$ cat config.mk
export PLATFORM = sky130hd
export DESIGN_NAME = csrel_cfg
export DESIGN_NICKNAME = d
export VERILOG_FILES = /design/src/design/csrel_pkg.sv /design/src/design/csrel_cfg.sv
export SDC_FILE = /design/constraint.sdc
export NUM_CORES = 1
export LEC_CHECK = 0
export BUFFER_PORTS_ARGS = -buffer_cell sky130_fd_sc_hd__buf_2
export CAP_MARGIN = 0
export CORE_MARGIN = 5
export CORE_UTILIZATION = 34
export DETAILED_ROUTE_END_ITERATION = 10
export PLACE_DENSITY_LB_ADDON = 0.08
export SETUP_SLACK_MARGIN = 0.5
export SYNTH_ARGS = -nofsm -noshare
export SYNTH_HDL_FRONTEND = slang
export SYNTH_SLANG_ARGS = --single-unit
$ cat constraint.sdc
create_clock -name clk -period 1.05 [get_ports clk]
set_clock_uncertainty 0.15 [all_clocks]
set_input_delay 0.0525 -clock clk [delete_from_list [all_inputs] [get_ports clk]]
set_output_delay 0.0525 -clock clk [all_outputs]
set_load 0.05 [all_outputs]
$ cat src/design/csrel_pkg.sv
`default_nettype none
// ----------------------------------------------------------------------------
// csrel_pkg
// Shared types and constants of the compressed-row element lookup unit.
// ----------------------------------------------------------------------------
package csrel_pkg;

    localparam int MAX_ROWS_DEF = 256;
    localparam int MAX_NNZ_DEF  = 4096;

    localparam int RSW     = 13;   // row-start value width
    localparam int COLW    = 9;    // stored column width
    localparam int IDXW    = 9;    // query index width
    localparam int SLOTW   = 12;
    localparam int CFG_AW  = 5;
    localparam int CFG_DW  = 32;
    localparam int NUM_REGS = 8;

    localparam logic [1:0] OP_LOAD_ROW   = 2'd0;
    localparam logic [1:0] OP_LOAD_ENTRY = 2'd1;
    localparam logic [1:0] OP_QUERY      = 2'd2;

    localparam logic [2:0] REG_INDEX_BASE   = 3'd0;
    localparam logic [2:0] REG_UNIT_DIAG    = 3'd1;
    localparam logic [2:0] REG_TRI_UPPER    = 3'd2;
    localparam logic [2:0] REG_TRI_LOWER    = 3'd3;
    localparam logic [2:0] REG_SYMMETRIC    = 3'd4;
    localparam logic [2:0] REG_HERMITIAN    = 3'd5;
    localparam logic [2:0] REG_STORED_UPPER = 3'd6;
    localparam logic [2:0] REG_STORED_LOWER = 3'd7;

    localparam logic [31:0] Q_ONE   = 32'h0001_0000;
    localparam logic [31:0] SAT_MAX = 32'h7FFF_FFFF;
    localparam logic [31:0] SAT_MIN = 32'h8000_0000;

    typedef struct packed {
        logic [1:0]        operation;
        logic [SLOTW-1:0]  slot;
        logic [RSW-1:0]    row_start_value;
        logic [COLW-1:0]   stored_column;
        logic signed [31:0] load_re;
        logic signed [31:0] load_im;
        logic [IDXW-1:0]   query_row;
        logic [IDXW-1:0]   query_col;
    } req_t;

    typedef struct packed {
        logic signed [31:0] value_re;
        logic signed [31:0] value_im;
        logic               out_of_range;
    } rsp_t;

    typedef struct packed {
        logic index_base;
        logic unit_diag_implicit;
        logic tri_upper;
        logic tri_lower;
        logic symmetric;
        logic hermitian;
        logic stored_upper;
        logic stored_lower;
    } cfg_t;

    typedef struct packed {
        logic [COLW-1:0]    col;
        logic signed [31:0] im;
        logic signed [31:0] re;
    } entry_t;

endpackage
`default_nettype wire

$ cat src/design/csrel_cfg.sv
`default_nettype none
// ----------------------------------------------------------------------------
// csrel_cfg
// APB register file holding the eight one-bit matrix pattern registers.
// ----------------------------------------------------------------------------
module csrel_cfg
(
    input  wire logic                           clk,
    input  wire logic                           rst_n,
    input  wire logic                           psel,
    input  wire logic                           penable,
    input  wire logic                           pwrite,
    input  wire logic [csrel_pkg::CFG_AW-1:0]   paddr,
    input  wire logic [csrel_pkg::CFG_DW-1:0]   pwdata,
    output logic      [csrel_pkg::CFG_DW-1:0]   prdata,
    output logic                                pready,
    output csrel_pkg::cfg_t                     cfg
);

    logic [csrel_pkg::NUM_REGS-1:0] cfg_reg;
    logic [2:0]                     idx;

    assign idx    = paddr[csrel_pkg::CFG_AW-1:2];
    assign pready = 1'b1;
    assign prdata = {{(csrel_pkg::CFG_DW-1){1'b0}}, cfg_reg[idx]};

    always_ff @(posedge clk or negedge rst_n)
    begin
        if (!rst_n)
        begin
            cfg_reg <= '0;
        end
        else if (psel && penable && pwrite)
        begin
            cfg_reg[idx] <= pwdata[0];
        end
    end

    always_comb
    begin
        cfg.index_base         = cfg_reg[csrel_pkg::REG_INDEX_BASE];
        cfg.unit_diag_implicit = cfg_reg[csrel_pkg::REG_UNIT_DIAG];
        cfg.tri_upper          = cfg_reg[csrel_pkg::REG_TRI_UPPER];
        cfg.tri_lower          = cfg_reg[csrel_pkg::REG_TRI_LOWER];
        cfg.symmetric          = cfg_reg[csrel_pkg::REG_SYMMETRIC];
        cfg.hermitian          = cfg_reg[csrel_pkg::REG_HERMITIAN];
        cfg.stored_upper       = cfg_reg[csrel_pkg::REG_STORED_UPPER];
        cfg.stored_lower       = cfg_reg[csrel_pkg::REG_STORED_LOWER];
    end

endmodule
`default_nettype wire

==> results_dict.tcl, run 1 <==
set metrics [dict create \
    initial_core_util_pct 34.65 \
    rrSetupSlack_ps -220 \
    drv_cap 0 \
    setup_tns_ps -1613 \
    std_cell_rows 17 \
    largest_reg_flops 8 \
    die-area_um2 3226 \
    worst-path-buf-inv 1 \
    io_buffers 17 \
    worstSetupEndpointType "primary output" \
    syn_inst 74 \
    synthArstFlopShare_pct 100.0 \
    fp.dieH_um 56.80 \
    io-pin-count 83 \
    fin_util_pct 47.64 \
    wl_per_cell_um 11.32 \
    place_congestion 0.6786 \
    drt-initial-drc-count 2 \
    core-area_um2 2148 \
    cts-htree-levels 1 \
    setup_viol 12 \
    fillers 211 \
    r2r-end "cfg_reg[0]" \
    hold_viol_final 0 \
    ys_ff_latch 8 \
    min_path_type "in -> async" \
    syn_area_per_cell_um2 10.06 \
    violations "setup timing" \
    peakVddDrop_v 0.0009398 \
    yosys_warnings 0 \
    path_cells "nor3b_1, a311oi_2, o21ai_4, buf_6" \
    final_cell_mix "conb_1 (32), buf_6 (14), mux2_4 (8), dfrtp_2 (8), buf_2 (7)" \
    synth_cell_types 21 \
    cts_made_buffers 3 \
    syn-cell-area_um2 744.5 \
    dr.pass1.iters 4 \
    n_antenna_cell 0 \
    cp-endpoint "prdata[0]" \
    drt-total-wl_mm 1.506 \
    place_hpwl_mm 1.168 \
    layout_commonest_cell "conb_1" \
    p_leak_uw 0.0005083 \
    period_minus_slack_ps 1482 \
    crit_type "reg -> out" \
    use_met2_pct 13.70 \
    cp_max_fo 2 \
    antenna_found_initial 0 \
    status "finished, violations left" \
    cp_top_family "flip-flops" \
    grt_max_degree 10 \
    fmax_mhz 674.8 \
    final_nets 149 \
    synth-edff-count 0 \
    power_density_nw_per_um2 1718 \
    use_met3_pct 4.828 \
    clockBufferDepth 2 \
    postRouteAntennaNets 0 \
    via_per_inst 3.887 \
    grtUsageMet1_pct 11.55 \
    syn2layout_area_growth_pct 37.48 \
    fin_crit_sh_pct 141.1 \
    cpMaxStageDelayCell "dfrtp_2" \
    yosysSeqAreaShare_pct 26.89 \
    r2r-start "cfg_reg[0]" \
    synth-main-ff-cell "dfrtp_1" \
    clkLatencyLatePin_ps 250 \
    register_area_um2 210.2 \
    gr-total-overflow 0 \
    grt.busiest_layer "met2" \
    r2r_cells 4 \
    fin_ws_ps -431.9 \
    cp-startpoint "cfg_reg[0]" \
    worst-path-stages 4 \
    grt_pass1_wl_mm 2.214 \
    cp_data_required_time_ps 850 \
    cts_tree "done" \
    clockRootBuffer "clkbuf_4" \
    layout-drive-gt1-share_pct 58.10 \
    grt_pass1_vias 479 \
    die_width_um 56.80 \
    maxSlewViolCount 0 \
    multi_input_area_um2 436.7 \
    rsz0062_at_grt "yes" \
    max_stage_delay_ps 400 \
    via_count 517 \
    clkSlewWorstSetupHoldPaths_ps 60 \
    cts.sinks 8 \
    worstSetupStartpointType "flop" \
    drc_errors 0 \
    grt_use_total_pct 8.843 \
    cp.arrival_ps 1280 \
]
## layer usage
layer,wire [um],share of wire (%)
met4,0,0
met3,177,12
met5,0,0
met2,705,47
met1,623,41
## logic make-up after synthesis
logic type | synth area share (%)
buffers and inverters | 35.29
other | 1.009
DFF | 26.89
muxes | 16.81
AOI/OAI and AO/OA | 4.537
and+or+nand+nor | 15.46
## worst register-to-register path: stages (launching register included)
cell,delay [ps]
dfrtp_2,400
buf_4,130
buf_6,100
buf_6,100
mux2_4,260
## area by class of cell
type	instances	share of cell area [%]
well taps	28	3.423
multi-input cells	61	42.67
flip-flops and latches	8	20.54
repair buffers	32	30.81
inverters	1	0.3667
clock buffers	3	2.200
## stage by stage
stage | cell area (um2) | total power, uW | worst slack [ps] | std cells | hold WS (ps)
CTS | 1006 | 1754 | -445.1 | 132 | 12.99
detailed placement | 845.8 | 1284 | -254.5 | 126 | -239.2
finish | 1023 | 1759 | -431.9 | 133 | 22.18
floorplan | 902.1 | 1167 | -371.5 | 104 | -393.1
global route | 1023 | 1845 | -495.8 | 133 | 26.86
global placement | 845.8 | 1287 | -251.8 | 126 | -231.1
## worst min path at each step
| stage | cells past startpoint | endpoint | slack [ps] |
|---|---|---|---|
| after global routing | 2 | cfg_reg[4] | 30 |
| after CTS | 2 | cfg_reg[4] | 10 |
| after detailed placement | 1 | cfg_reg[1] | -240 |
| after global placement | 1 | cfg_reg[5] | -230 |
| after floorplan | 0 | cfg_reg[0] | -390 |
| final | 2 | cfg_reg[0] | 20 |
## synthesized netlist by cell type (2+ instances only)
cell type	instances	area, um2
mux2_1	4	45.04
nor2_2	3	18.77
dfrtp_1	8	200.2
nor2_1	3	11.26
conb_1	2	7.510
nand2b_1	2	12.51
buf_4	33	247.7
mux2i_1	2	20.02
mux2_4	4	60.06
nor3_2	2	20.02
## power by group
group,internal [uW],leakage (uW),total (uW),switching (uW)
Combinational,440,0.000403,1100,663
Sequential,380,0.0000918,426,45.5
Clock,131,0.0000138,231,100
## repair_timing
item	in CTS	in global routing
hold endpoints to repair	8	0
setup buffers	2	1
pin swaps	1	1
resized for setup	33	3
hold buffers	1	0
endpoints found under the setup margin	17	21
Power figures use the tool's default switching activity.
==> run 2, diff against run 1 <==
--- a/config.mk
+++ b/config.mk
@@ -8,7 +8,8 @@
 export BUFFER_PORTS_ARGS = -buffer_cell sky130_fd_sc_hd__buf_2
 export CAP_MARGIN = 0
 export CORE_MARGIN = 5
-export CORE_UTILIZATION = 34
+export CORE_UTILIZATION = 37
+export CTS_BUF_LIST = sky130_fd_sc_hd__clkbuf_4
 export DETAILED_ROUTE_END_ITERATION = 10
 export PLACE_DENSITY_LB_ADDON = 0.08
 export SETUP_SLACK_MARGIN = 0.5
==> constraint.sdc (replaced) <==
create_clock -name clk -period 1.9 [get_ports clk]
set_clock_uncertainty 0.15 [all_clocks]
set_input_delay 0.095 -clock clk [delete_from_list [all_inputs] [get_ports clk]]
set_output_delay 0.095 -clock clk [all_outputs]
set_load 0.05 [all_outputs]
==> run 2 against run 1 <==
The flow now finishes without violations. Highest routed layer unchanged. Total power shrank 54%. Worst setup slack gained 790 ps. First-iteration DRC count down 50%.
==> results_dict.tcl, run 2 (same netlist as run 1, synthesis figures left out) <==
set metrics [dict create \
    clockRootBuffer "clkbuf_4" \
    drc_errors 0 \
    status "complete, no violations" \
    io-pin-count 83 \
    place_hpwl_mm 1.061 \
    std_cell_rows 16 \
    die_width_um 54.86 \
    worstSetupEndpointType "primary output" \
    drt-total-wl_mm 1.319 \
    rsz0062_at_grt "yes" \
    maxSlewViolCount 0 \
    place_area_um2 748.2 \
    drv_cap 0 \
    p_int_uw 389.4 \
    cts-htree-levels 1 \
    io_buffers 17 \
    setup_viol 0 \
    clkSlewWorstSetupHoldPaths_ps 60 \
    layout-drive-gt1-share_pct 42.39 \
    fin_area_um2 794.5 \
    via_count 449 \
    die-area_um2 3009 \
    grt_pass1_wl_mm 1.856 \
    final_nets 135 \
    post_cts_buffers 0 \
    p_leak_uw 0.0004151 \
    min_path_type "in -> reg" \
    power_frac_seq_pct 28.9 \
    grt_pass1_vias 401 \
    fin_crit_sh_pct 81.33 \
    setup_tns_ps 0 \
    cp.arrival_ps 1300 \
    power_density_nw_per_um2 1012 \
    crit_type "reg -> out" \
    min_to "cfg_reg[3]" \
    cp_max_fo 3 \
    worstSetupStartpointType "flop" \
    cp_data_required_time_ps 1650 \
    n_antenna_cell 0 \
    clkLatencyLatePin_ps 260 \
    hold_viol_final 0 \
    clock_power_share_pct 19.1 \
    antenna_found_initial 0 \
    final_cell_mix "conb_1 (32), buf_2 (16), dfrtp_1 (5)" \
    switching_share_pct 51.58 \
    cts_made_buffers 3 \
    via_per_inst 3.773 \
    grt_max_degree 10 \
    combPwrFrac_pct 52.0 \
    dr.pass1.iters 4 \
    gr-total-overflow 0 \
    r2r-start "cfg_reg[1]" \
    cts_tree "done" \
    r2r-end "cfg_reg[1]" \
    rrSetupSlack_ps 930 \
    r2r_cells 1 \
    postRouteAntennaNets 0 \
    place_congestion 0.6553 \
    hp-start "pwdata[0]" \
    layout_commonest_cell "conb_1" \
    syn2layout_area_growth_pct 6.723 \
    fillers 213 \
    fmax_mhz 647.1 \
    grt_use_total_pct 9.065 \
    peakVddDrop_v 0.0005125 \
    hold_depth 2 \
    p_sw_uw 414.8 \
    fp.dieH_um 54.86 \
    wl_per_cell_um 11.08 \
    largest_reg_flops 8 \
    core-area_um2 1942 \
    initial_core_util_pct 38.34 \
    drt-initial-drc-count 1 \
    clockBufferDepth 2 \
    p_total_uw 804.2 \
    period_minus_slack_ps 1545 \
    cts.sinks 8 \
]
## run 2: through the flow
stage | setup WS, ps | instances | hold WS (ps) | util [%]
6_report | 354.7 | 119 | 34.17 | 40.91
5_1_grt | 278.5 | 119 | 47.26 | 40.91
4_1_cts | 330.6 | 119 | 33.42 | 40.91
3_5_place_dp | 525.2 | 114 | -193.2 | 38.53
3_3_place_gp | 519.5 | 114 | -192.2 | 38.53
2_1_floorplan | 436.0 | 104 | -350.6 | -
## run 2: what timing repair did
item	in CTS	in global routing
pin swaps	1	0
hold endpoints to repair	8	0
endpoints found under the setup margin	1	1
gates resized for setup	2	0
hold buffers	1	0
cloned	0	0
## run 2: worst max-delay path by stage
stage	startpoint	end	slack, ps	cells after the start
CTS	cfg_reg[1]	prdata[0]	330	4
detailed placement	cfg_reg[0]	prdata[0]	530	4
global route	cfg_reg[0]	prdata[0]	280	4
floorplan	cfg_reg[1]	prdata[0]	440	3
global placement	cfg_reg[0]	prdata[0]	520	4
finish	cfg_reg[0]	prdata[0]	350	4
## run 2: layout make-up
type,instances,area [um2],area share (%)
multi-input cells,61,421.7,53.07
flip-flops and latches,8,203.9,25.67
repair buffers,18,101.3,12.76
well taps,27,33.78,4.252
clock buffers,4,30.03,3.780
inverters,1,3.754,0.4724
## run 2: critical path, stage by stage (launching register included)
cell	delay (ps)
dfrtp_2	410
nor3b_1	140
a311oi_2	260
o21ai_4	80
buf_6	150
## run 2: routing by layer
metal	part of all wire [%]	track usage, %	vias to the layer above	routed length, um
met5	0	0	-	0
met1	43	11.44	202	564
met3	12	5.177	0	152
met2	46	13.58	28	603
li1	-	-	219	-
met4	0	1.245	0	0
## run 2: power by group through the flow
stage	clock, uW	combinational (uW)	sequential (uW)
6_report	154	418	232
5_1_grt	173	438	237
2_1_floorplan	0	283	351
4_1_cts	165	420	232
3_5_place_dp	0	412	235
3_3_place_gp	0	412	235
==> run 3, diff against run 2 <==
--- a/config.mk
+++ b/config.mk
@@ -8,7 +8,7 @@
 export BUFFER_PORTS_ARGS = -buffer_cell sky130_fd_sc_hd__buf_2
 export CAP_MARGIN = 0
 export CORE_MARGIN = 5
-export CORE_UTILIZATION = 37
+export CORE_UTILIZATION = 31
 export CTS_BUF_LIST = sky130_fd_sc_hd__clkbuf_4
 export DETAILED_ROUTE_END_ITERATION = 10
 export PLACE_DENSITY_LB_ADDON = 0.08
==> constraint.sdc (replaced) <==
create_clock -name clk -period 1.3 [get_ports clk]
set_clock_uncertainty 0.15 [all_clocks]
set_input_delay 0.065 -clock clk [delete_from_list [all_inputs] [get_ports clk]]
set_output_delay 0.065 -clock clk [all_outputs]
set_load 0.05 [all_outputs]
==> run 3 against run 2 <==
The flow now finishes with violations (setup timing). Cell area up 20%. Non-clock buffer count up 6. Worst hold slack worse by 4.9 ps. Register-to-register slack lost 790 ps. Sequential power rose by 54%. Total power up 67%. Critical path type unchanged. Global-route usage down 0.40 points. Die area rose by 16%. Sequential share of layout area decreased by 3.5 points. First-iteration DRC count rose to 4.0 times the previous value. Largest cell class unchanged. Worst setup slack lost 560 ps.
==> results_dict.tcl, run 3 (same netlist as run 1, synthesis figures left out) <==
set metrics [dict create \
    final_nets 141 \
    drt-initial-drc-count 4 \
    dp_slack_ps -45.17 \
    fin_crit_sh_pct 116.2 \
    power_density_nw_per_um2 1412 \
    min_path_type "in -> async" \
    place_inst 116 \
    clockBufferDepth 2 \
    postRouteAntennaNets 0 \
    place_hpwl_mm 1.139 \
    place_congestion 0.6882 \
    period_minus_slack_ps 1510 \
    status "finished, violations left" \
    p_leak_uw 0.0004590 \
    fmax_mhz 662.2 \
    grt_pass1_wl_mm 2.235 \
    fin_util_pct 42.12 \
    grt_max_degree 10 \
    io_buffers 17 \
    io-pin-count 83 \
    cp.arrival_ps 1300 \
    drt-total-wl_mm 1.464 \
    drc_errors 0 \
    cts_made_buffers 3 \
    antenna_found_initial 0 \
    final_cells 125 \
    fillers 237 \
    grt_use_total_pct 8.670 \
    layout-drive-gt1-share_pct 54.64 \
    cts.sinks 8 \
    grt_pass1_vias 474 \
    hold_viol_final 0 \
    cp_max_fo 3 \
    finalHoldWorstSlack_ps 29.25 \
    cts_tree "done" \
    drv_cap 0 \
    peakVddDrop_v 0.0007679 \
    via_count 493 \
    cp_data_required_time_ps 1090 \
    rsz0062_at_grt "yes" \
    largest_reg_flops 8 \
    final_cell_mix "conb_1 (32), dfrtp_2 (8), buf_2 (8)" \
    wl_per_cell_um 11.71 \
    core-area_um2 2255 \
    crit_type "reg -> out" \
    initial_core_util_pct 33.02 \
    worstSetupStartpointType "flop" \
    syn2layout_area_growth_pct 27.56 \
    cts-htree-levels 1 \
    fin_area_um2 949.7 \
    std_cell_rows 17 \
    clkLatencyLatePin_ps 250 \
    setup_viol 1 \
    worstSetupEndpointType "primary output" \
    clockRootBuffer "clkbuf_4" \
    dr.pass1.iters 4 \
    gr-total-overflow 0 \
    maxSlewViolCount 0 \
    violations "setup timing" \
    n_antenna_cell 0 \
    via_per_inst 3.944 \
    place_area_um2 770.7 \
    clkSlewWorstSetupHoldPaths_ps 50 \
    die_width_um 59.01 \
    die-area_um2 3482 \
    fp.dieH_um 59.01 \
    fin_ws_ps -210.0 \
    layout_commonest_cell "conb_1" \
]
==> run 3: cell count changes in the layout (fill, tap and decap cells not counted), moves of 3 or more <==
| cell | previous run | this run |
|---|---|---|
| dfrtp_2 | 3 | 8 |
| mux2_4 | 4 | 7 |
| dfrtp_1 | 5 | 0 |
| buf_8 | 0 | 7 |
| buf_2 | 16 | 8 |
| buf_6 | 1 | 5 |
| mux2_1 | 4 | 1 |
| buf_4 | 0 | 3 |
==> run 3: timing repair <==
item | in CTS | in global routing
hold endpoints to repair | 8 | 0
setup endpoints to repair | 17 | 17
setup buffers | 2 | 3
pin swaps | 1 | 0
hold buffers | 1 | 0
resized for setup | 26 | 6
==> run 3: area by class of cell <==
type                            count  area (um2)  area share, %
Timing Repair Buffer               24       234.0          24.64
Multi-Input combinational cell     61       444.2          46.77
Inverter                            1       3.754         0.3953
Clock buffer                        3       22.52          2.372
Sequential cell                     8       210.2          22.13
Tap cell                           28       35.03          3.689
==> run 3: path summary, 6_finish.rpt <==
check                                start    endpoint  slack, ps  depth (start not counted)
worst max-delay path            cfg_reg[1]   prdata[0]       -210                          4
worst min-delay path                 rst_n  cfg_reg[7]         30                          2
worst max register to register  cfg_reg[0]  cfg_reg[0]        140                          3
worst min register to register  cfg_reg[1]  cfg_reg[1]        390                          1
max in group asynchronous            rst_n  cfg_reg[1]        770                          2
min in group clk                 pwdata[0]  cfg_reg[1]         40                          2
==> run 3: where the power goes <==
part           leakage [uW]  total (uW)  switching, uW  internal (uW)
registers         0.0000918         358           50.5            308
logic              0.000353         795            509            286
clock network     0.0000138         187           81.7            105
==> run 3: per-layer routing <==
| layer | up-vias | GRT usage, % | part of all wire [%] |
|---|---|---|---|
| li1 | 232 | - | - |
| met1 | 227 | 10.78 | 40 |
| met2 | 34 | 13.88 | 46 |
| met3 | 0 | 5.011 | 14 |
| met4 | 0 | 0 | 0 |
| met5 | - | 0 | 0 |
==> run 3: critical path, stage by stage, from the launching register on <==
cell     delay (ps)
dfrtp_2         380
inv_2            40
o311a_4         310
o21ai_4         150
buf_6           170
==> run 3: stage by stage <==
stage	TNS, ps	power (uW)
global placement	-43.43	963.3
floorplan	-134.0	942.5
global route	-265.8	1407
finish	-210.0	1341
detailed placement	-45.17	966.7
CTS	-221.3	1308
